### src/design/sorted_unique_set_insert_macros.svh
// Assertion macros for the sorted set block.
`ifndef SORTED_UNIQUE_SET_INSERT_MACROS_SVH
`define SORTED_UNIQUE_SET_INSERT_MACROS_SVH

`ifndef NO_ASSERTIONS
`define SSI_ASSERT_SAME(label, ante, cons) \
  label: assert property (@(posedge clk) disable iff (rst) (ante) |-> (cons)) \
    else $error("same-cycle check failed");
`define SSI_ASSERT_NEXT(label, ante, cons) \
  label: assert property (@(posedge clk) disable iff (rst) (ante) |=> (cons)) \
    else $error("next-cycle check failed");
`else
`define SSI_ASSERT_SAME(label, ante, cons)
`define SSI_ASSERT_NEXT(label, ante, cons)
`endif

`endif

### src/design/ssi_pkg.sv
`timescale 1ns / 1ps
package ssi_pkg;

  localparam int CAPACITY = 16;
  localparam int IDX_W    = $clog2(CAPACITY);
  localparam int CNT_W    = $clog2(CAPACITY + 1);
  localparam int VALUE_W  = 31;
  localparam int OP_W     = 2;
  localparam int STATUS_W = 3;
  localparam int POS_W    = 4;
  localparam int MAX_OUT  = 16;

  typedef enum logic [OP_W-1:0] {
    OP_INSERT = 2'd0,
    OP_LIST   = 2'd1,
    OP_CLEAR  = 2'd2
  } op_t;

  typedef enum logic [STATUS_W-1:0] {
    ST_INSERTED   = 3'd0,
    ST_DUPLICATE  = 3'd1,
    ST_FULL       = 3'd2,
    ST_LIST_ITEM  = 3'd3,
    ST_LIST_EMPTY = 3'd4,
    ST_CLEARED    = 3'd5
  } status_t;

  typedef enum logic {
    S_IDLE = 1'b0,
    S_LIST = 1'b1
  } state_t;

  // Broadcast to every cell of the chain.
  typedef struct packed {
    logic               insert;
    logic               rotate;
    logic [VALUE_W-1:0] value;
  } cell_ctrl_t;

endpackage

### src/design/ssi_request_if.sv
`timescale 1ns / 1ps
interface ssi_request_if
  import ssi_pkg::*;
  ();
  logic               valid;
  logic               ready;
  logic [OP_W-1:0]    operation;
  logic [VALUE_W-1:0] value;

  modport source (output valid, output operation, output value, input ready);
  modport sink   (input valid, input operation, input value, output ready);
endinterface

### src/design/ssi_response_if.sv
`timescale 1ns / 1ps
interface ssi_response_if
  import ssi_pkg::*;
  ();
  logic                valid;
  logic                ready;
  logic [STATUS_W-1:0] status;
  logic [VALUE_W-1:0]  item_value;
  logic [POS_W-1:0]    position;
  logic                last;

  modport source (output valid, output status, output item_value, output position,
                  output last, input ready);
  modport sink   (input valid, input status, input item_value, input position,
                  input last, output ready);
endinterface

### src/design/ssi_cell.sv
`timescale 1ns / 1ps
module ssi_cell
  import ssi_pkg::*;
  (
  input  logic               clk,
  input  cell_ctrl_t         ctrl,
  input  logic               occupied,
  input  logic               left_lt,
  input  logic [VALUE_W-1:0] left_value,
  input  logic [VALUE_W-1:0] right_value,
  output logic [VALUE_W-1:0] value,
  output logic               lt,
  output logic               eq
);

  assign lt = occupied && (value < ctrl.value);
  assign eq = occupied && (value == ctrl.value);

  // Insert: the first cell not below the new value takes it, cells above shift up.
  // Rotate: every occupied cell takes its right neighbor.
  always_ff @(posedge clk) begin
    if (ctrl.insert && !lt) begin
      value <= left_lt ? ctrl.value : left_value;
    end else if (ctrl.rotate && occupied) begin
      value <= right_value;
    end
  end

endmodule

### src/design/sorted_unique_set_insert.sv
`timescale 1ns / 1ps
// Insert and clear: result registered next cycle; one item a cycle while output is free.
// List: one result a cycle while the sink takes them; the chain rotates once per stored
// value, and stays busy until all have rotated (results beyond sixteen are not emitted).
// The result register lets the next beat be taken while the sink takes a held result.
// Reset (synchronous, active high) empties the set and drops any held result.
module sorted_unique_set_insert
  import ssi_pkg::*;
  (
  input  logic clk,
  input  logic rst,
  ssi_request_if.sink    request,
  ssi_response_if.source response
);

  `include "sorted_unique_set_insert_macros.svh"

  state_t state, state_next;
  logic [CNT_W-1:0] count, count_next;
  logic [IDX_W-1:0] step, step_next;

  logic                out_valid;
  logic [STATUS_W-1:0] out_status;
  logic [VALUE_W-1:0]  out_value;
  logic [POS_W-1:0]    out_pos;
  logic                out_last;

  cell_ctrl_t         ctrl;
  logic [VALUE_W-1:0] cell_value [CAPACITY];
  logic [CAPACITY-1:0] lt, eq, hit, occupied;

  logic               slot_free, accept, dup, full, emitting, load;
  logic [POS_W-1:0]   hit_pos;
  status_t            load_status;
  logic [VALUE_W-1:0] load_value;
  logic [POS_W-1:0]   load_pos;
  logic               load_last;
  int                 emit_n;

  // Chain of cells
  for (genvar i = 0; i < CAPACITY; i++) begin : g_cell
    logic               left_lt;
    logic [VALUE_W-1:0] left_value;
    logic [VALUE_W-1:0] right_value;

    assign occupied[i] = CNT_W'(i) < count;

    if (i == 0) begin : g_head
      assign left_lt    = 1'b1;
      assign left_value = ctrl.value;
    end else begin : g_body
      assign left_lt    = lt[i-1];
      assign left_value = cell_value[i-1];
    end

    if (i == CAPACITY - 1) begin : g_end
      assign right_value = cell_value[0];
    end else begin : g_mid
      logic tail;
      assign tail        = (CNT_W'(i) + CNT_W'(1)) == count;
      assign right_value = tail ? cell_value[0] : cell_value[i+1];
    end

    assign hit[i] = left_lt && !lt[i];

    ssi_cell u_cell (
      .clk        (clk),
      .ctrl       (ctrl),
      .occupied   (occupied[i]),
      .left_lt    (left_lt),
      .left_value (left_value),
      .right_value(right_value),
      .value      (cell_value[i]),
      .lt         (lt[i]),
      .eq         (eq[i])
    );
  end

  always_comb begin
    hit_pos = '0;
    for (int i = 0; i < CAPACITY; i++) begin
      if (hit[i]) hit_pos = hit_pos | POS_W'(i);
    end
  end

  assign dup       = |eq;
  assign full      = count == CNT_W'(CAPACITY);
  assign slot_free = !out_valid || response.ready;
  assign accept    = request.valid && request.ready;
  assign emit_n    = (int'(count) < MAX_OUT) ? int'(count) : MAX_OUT;
  assign emitting  = int'(step) < MAX_OUT;

  // Next state
  always_comb begin
    state_next = state;
    unique case (state)
      S_IDLE: begin
        if (accept && op_t'(request.operation) == OP_LIST && count != '0) state_next = S_LIST;
      end
      S_LIST: begin
        if ((!emitting || slot_free) && (CNT_W'(step) + CNT_W'(1)) == count) begin
          state_next = S_IDLE;
        end
      end
      default: state_next = S_IDLE;
    endcase
  end

  // Outputs
  always_comb begin
    request.ready = 1'b0;
    ctrl.insert   = 1'b0;
    ctrl.rotate   = 1'b0;
    ctrl.value    = request.value;
    count_next    = count;
    step_next     = step;
    load          = 1'b0;
    load_status   = ST_INSERTED;
    load_value    = request.value;
    load_pos      = '0;
    load_last     = 1'b1;
    unique case (state)
      S_IDLE: begin
        request.ready = slot_free;
        step_next     = '0;
        if (accept) begin
          unique case (op_t'(request.operation))
            OP_INSERT: begin
              load = 1'b1;
              if (dup) begin
                load_status = ST_DUPLICATE;
                load_pos    = hit_pos;
              end else if (full) begin
                load_status = ST_FULL;
              end else begin
                load_status = ST_INSERTED;
                load_pos    = hit_pos;
                ctrl.insert = 1'b1;
                count_next  = count + CNT_W'(1);
              end
            end
            OP_LIST: begin
              if (count == '0) begin
                load        = 1'b1;
                load_status = ST_LIST_EMPTY;
                load_value  = '0;
              end
            end
            OP_CLEAR: begin
              load        = 1'b1;
              load_status = ST_CLEARED;
              load_value  = '0;
              count_next  = '0;
            end
            default: ;
          endcase
        end
      end
      S_LIST: begin
        // Rotate once per stored value; emit only while under the result limit.
        if (!emitting || slot_free) begin
          ctrl.rotate = 1'b1;
          step_next   = step + IDX_W'(1);
          if (emitting) begin
            load        = 1'b1;
            load_status = ST_LIST_ITEM;
            load_value  = cell_value[0];
            load_pos    = POS_W'(step);
            load_last   = (int'(step) + 1) == emit_n;
          end
        end
      end
      default: ;
    endcase
  end

  always_ff @(posedge clk) begin
    if (rst) begin
      state     <= S_IDLE;
      count     <= '0;
      step      <= '0;
      out_valid <= 1'b0;
    end else begin
      state <= state_next;
      count <= count_next;
      step  <= step_next;
      if (load) begin
        out_valid <= 1'b1;
      end else if (response.ready) begin
        out_valid <= 1'b0;
      end
    end
  end

  always_ff @(posedge clk) begin
    if (load) begin
      out_status <= load_status;
      out_value  <= load_value;
      out_pos    <= load_pos;
      out_last   <= load_last;
    end
  end

  assign response.valid      = out_valid;
  assign response.status     = out_status;
  assign response.item_value = out_value;
  assign response.position   = out_pos;
  assign response.last       = out_last;

  `SSI_ASSERT_SAME(a_count_bound, 1'b1, count <= CNT_W'(CAPACITY))
  `SSI_ASSERT_SAME(a_busy_no_ready, state == S_LIST, !request.ready)
  `SSI_ASSERT_SAME(a_hit_onehot, state == S_IDLE, $onehot0(hit))
  `SSI_ASSERT_NEXT(a_insert_grows, ctrl.insert, count == $past(count) + CNT_W'(1))
  `SSI_ASSERT_SAME(a_no_overwrite, out_valid && !response.ready, !load)

endmodule

### src/flat_wrapper.sv
// flat-port wrapper written by rule: the top's interface ports become plain ports
module sorted_unique_set_insert_flat import ssi_pkg::*;
  (clk, rst, request_valid, request_operation, request_value, request_ready, response_valid, response_status, response_item_value, response_position, response_last, response_ready);
  ssi_request_if request_i ();
  ssi_response_if response_i ();
  input  logic clk;
  input  logic rst;
  input wire logic [$bits(request_i.valid)-1:0] request_valid;
  input wire logic [$bits(request_i.operation)-1:0] request_operation;
  input wire logic [$bits(request_i.value)-1:0] request_value;
  output wire logic [$bits(request_i.ready)-1:0] request_ready;
  output wire logic [$bits(response_i.valid)-1:0] response_valid;
  output wire logic [$bits(response_i.status)-1:0] response_status;
  output wire logic [$bits(response_i.item_value)-1:0] response_item_value;
  output wire logic [$bits(response_i.position)-1:0] response_position;
  output wire logic [$bits(response_i.last)-1:0] response_last;
  input wire logic [$bits(response_i.ready)-1:0] response_ready;
  assign request_i.valid = request_valid;
  assign request_i.operation = request_operation;
  assign request_i.value = request_value;
  assign request_ready = request_i.ready;
  assign response_valid = response_i.valid;
  assign response_status = response_i.status;
  assign response_item_value = response_i.item_value;
  assign response_position = response_i.position;
  assign response_last = response_i.last;
  assign response_i.ready = response_ready;
  sorted_unique_set_insert u_core (.clk(clk), .rst(rst), .request(request_i), .response(response_i));
endmodule
### config.mk
export PLATFORM = sky130hd
export DESIGN_NAME = sorted_unique_set_insert_flat
export DESIGN_NICKNAME = d
export VERILOG_FILES = /design/src/design/ssi_pkg.sv /design/src/design/ssi_request_if.sv /design/src/design/ssi_response_if.sv /design/src/design/ssi_cell.sv /design/src/design/sorted_unique_set_insert.sv /design/src/flat_wrapper.sv
export VERILOG_INCLUDE_DIRS = /design/src /design/src/design
export SDC_FILE = /design/constraint.sdc
export NUM_CORES = 2
export LEC_CHECK = 0
export ABC_CLOCK_PERIOD_IN_PS = 15100
export BUFFER_PORTS_ARGS = -buffer_cell sky130_fd_sc_hd__buf_4
export CORE_MARGIN = 10
export CORE_UTILIZATION = 65
export CTS_CLUSTER_DIAMETER = 60
export DETAILED_ROUTE_END_ITERATION = 8
export GPL_TIMING_DRIVEN = 0
export PLACE_DENSITY = 0.91
export SLEW_MARGIN = 20
export SYNTH_ARGS = -nofsm -noshare
export SYNTH_HDL_FRONTEND = slang
export SYNTH_SLANG_ARGS = --single-unit
### constraint.sdc
create_clock -name clk -period 15.1 [get_ports clk]
set_input_delay 3.02 -clock clk [delete_from_list [all_inputs] [get_ports clk]]
set_output_delay 3.02 -clock clk [all_outputs]
set_load 0.005 [all_outputs]
==> key figures <==
Floorplan
  – Num ports: 78
  – Die width: 276 um
  – Initial Utilization: 0.659
  – Die footprint: 76,100 um^2
  – Die height: 276 um
  – Rows: 93
  – Core ar.: 64,600 um^2

Placement
  – DPL Wire Length: 132,000 um
  – GP Congestion: 1.04
  – Port buffer count: 76
  – DP Cell Count: 5,595

Worst setup path
  – WP data arrival: 9210 ps
  – CP endpoint kind: flop
  – Slowest CP cell: clkinv_1
  – Worst Path Max Fanout: 23
  – Worst Path Class, Setup: primary input to flop
  – WP data required: 15,420 ps
  – Cell mode on critical path: buf_6
  – Crit path launch type: primary input
  – Slowest stage delay, CP: 810 ps
  – CP cell instances: buf_4, clkinv_1, ha_1, and3_1, nand4_1, nand4b_1, o2111ai_2, nor4_4, nor3b_4, buf_6, buf_6, nand2_1, clkbuf_1, o21ai_4, buf_16
  – Top cell family by delay on the critical path: simple AND/OR/NAND/NOR gates
  – WP buf/inv: 6

Clocking
  – Clock Tree Buf Depth: 3
  – CTS tree: yes
  – Post-CTS sizing: 0
  – Clock buffer count from CTS: 67
  – Clk_lat worst skew: 630 ps
  – Max H-tree Level: 3
  – CTS hold repair buffers: 0
  – CTS root buf: clkbuf_16
  – Clock sinks: 546
  – # Post-CTS Setup Buffers: 0
  – Clock slew at reported path FFs: 60 ps

GRT
  – Initial antenna violation count: 2
  – GRT Total Usage: 0.435
  – First-pass GRT wire length: 247,000 um
  – Grt total ovfl: 0
  – Largest net degree at the start of global routing: 24
  – Vias in the first global route: 39,600

Yosys
  – Multiplexer share of the synthesized area: 0.0526
  – Post-synthesis adder-cell area fraction: 0.148
  – Synth Area per Inst: 9.15 um^2
  – Ys flop type: edfxtp_1
  – Synthesized flop and latch total: 546
  – Synth async-reset ratio: 0
  – Count of different cell masters after synthesis: 74
  – Gate Count Post-Synth: 4,646
  – Synth Area in XOR/XNOR: 0.00144
  – Register area share after synthesis: 0.383
  – Largest family of logic cells by synthesized area: compound AO/OA/AOI/OAI gates
  – Synthesized Nets: 5,187
  – Number of synthesized flops with an enable pin: 535
  – Post-Syn Area: 42,500 um^2
  – Compound-Gate Fraction of Synth Area: 0.196
  – Yosys warns: 0
  – Post-Synth Simple-Gate Area: 0.180

Power and ir drop
  – Leak Pwr: 17.6 nW
  – Peak supply drop: 0.0000950 V
  – Total power: 4.04 mW
  – Cell area power density: 85.8 nW/um^2

Job
  – MaxCap Viol Count: 0

Timing
  – Final setup TNS: 0 ps
  – Final Max Slew Viols: 0
  – Worst Tran Pin Value: 1290 ps
  – Minimum clock period: 8890 ps
  – Rel. slew slack: 0.125
  – F_max: 113 MHz
  – Final Hold Viols: 0
  – Final Skew: 24.1 ps
  – Final setup vio count: 0
  – Final Cycle Share: 0.588
  – RSZ-0062 raised after global routing: no

Run status
  – Status: finished, final reports clean

Finish
  – Fin cells: 5,716
  – NumNets Final: 5,352
  – Share of cells above drive strength 1: 0.0718
  – Fillers: 4,927
  – Sequential cell area: 16,300 um^2
  – Area taken by multi-input logic gates: 24,800 um^2
  – Area grow syn2layout: 10.7%

Routing
  – Antenna viol nets, final: 0
  – Via count: 42,100
  – DR iter-0 viols: 7,240
  – DRC errors left: 0
  – Drt first pass iters: 8
  – Routed WL: 171,000 um
  – Post-DR vias/cell: 7.37
  – DR WL/cell: 29.9 um

Worst hold path
  – Worst hold path class: flop to flop
-- tightest hold or removal path: stages (launching register included) --
cell and delay (ps):
dfxtp_1 390, nand2_1 90, a21oi_1 50
-- path summary, 6_finish.rpt --
check                               start                                          end  slack, ps  depth (start not counted)
max                     request_value[30]  u_core.g_cell[13].u_cell.value[4]$_DFFE_PP_       6210                         15
min           u_core.step[1]$_SDFFE_PP0P_                  u_core.step[1]$_SDFFE_PP0P_        580                          2
max reg2reg  u_core.count[2]$_SDFFE_PP0P_  u_core.g_cell[13].u_cell.value[4]$_DFFE_PP_       9010                         13
min reg2reg   u_core.step[1]$_SDFFE_PP0P_                  u_core.step[1]$_SDFFE_PP0P_        580                          2
-- cells by family after synthesis --
logic type,count (synthesis)
simple gates,1655
compound gates,1300
flops,546
fa+ha+maj,504
buf+inv,418
mux,216
xor+xnor,7
-- through the flow --
stage / cell area (um^2) / utilization / hold WS [ps] / setup WS, ps
final: 47100 / 0.729 / 581 / 6210
after floorplan: 42500 / - / 462 / 7790
after global routing: 47100 / 0.729 / 591 / 6220
after CTS: 47100 / 0.729 / 545 / 6590
after global placement: 44200 / 0.684 / 518 / 4110
after detailed placement: 44800 / 0.694 / 535 / 6000
-- cell usage in the layout, fill, tap and decap left out, types with 157 or more instances in the layout --
cell      instances
nor2b_1         234
a21oi_1         374
ha_1            504
a31oi_1         282
nand2_1         742
clkbuf_1        338
a211oi_1        319
mux2i_1         157
edfxtp_1        535
nor2_1          324
-- layer usage --
layer	vias up	track usage	wire length [um]
met5	-	0	0
li1	17900	-	-
met2	3877	0.634	70200
met3	927	0.140	26000
met4	0	0.294	14100
met1	19400	0.547	60500
-- state kept, by name, indices dropped and copies added (netlist names) --
register,flops
u_core.response.valid,1
u_core.response.item_value,31
u_core.response.last,1
u_core.step,4
u_core.response.status,3
u_core.count,5
u_core.state,1
u_core.g_cell.u_cell.value,496
u_core.response.position,4
-- Yosys cell counts, types with 3 or more instances --
library cell,number,share of area
a2111oi_0,7,0.0014
a211o_1,6,0.0012
a211oi_1,319,0.056
a21boi_0,5,0.00088
a21o_1,25,0.0044
a21oi_1,374,0.044
a221oi_1,14,0.0029
a22o_1,34,0.0070
a31oi_1,282,0.041
and2_1,4,0.00059
and3_1,10,0.0015
and4_1,11,0.0023
buf_1,6,0.00053
buf_2,22,0.0026
buf_6,4,0.0011
clkbuf_1,324,0.029
dfxtp_1,11,0.0052
edfxtp_1,535,0.38
ha_1,504,0.15
inv_1,59,0.0052
mux2_2,59,0.016
mux2i_1,157,0.037
nand2_1,745,0.066
nand2b_1,54,0.0079
nand3_1,79,0.0093
nand3b_1,16,0.0028
nand4_1,97,0.014
nand4b_1,5,0.0010
nor2_1,324,0.029
nor2b_1,234,0.034
nor3_1,36,0.0042
nor4_1,16,0.0024
o2111ai_1,5,0.0010
o211ai_1,11,0.0019
o21a_1,6,0.0011
o21ai_0,149,0.018
o21bai_1,6,0.0011
o221a_2,33,0.0087
o31a_1,3,0.00062
o31ai_1,7,0.0012
or3_1,6,0.00088
xnor2_1,4,0.00082
xor2_1,3,0.00062
-- where the power goes --
part	internal, mW	switching (mW)
Sequential	1.73	0.0519
Clock	0.996	0.711
Combinational	0.192	0.361
-- layout make-up --
type | instances | area share
diodes | 1 | 0.0000531
plain buffers | 357 | 0.0298
clock buffers | 91 | 0.0409
clock inverters | 27 | 0.00622
inverters | 61 | 0.00486
multi-input cells | 3682 | 0.527
flip-flops and latches | 546 | 0.346
well taps | 855 | 0.0227
repair buffers | 96 | 0.0226
(Power assumes the default switching activity.)
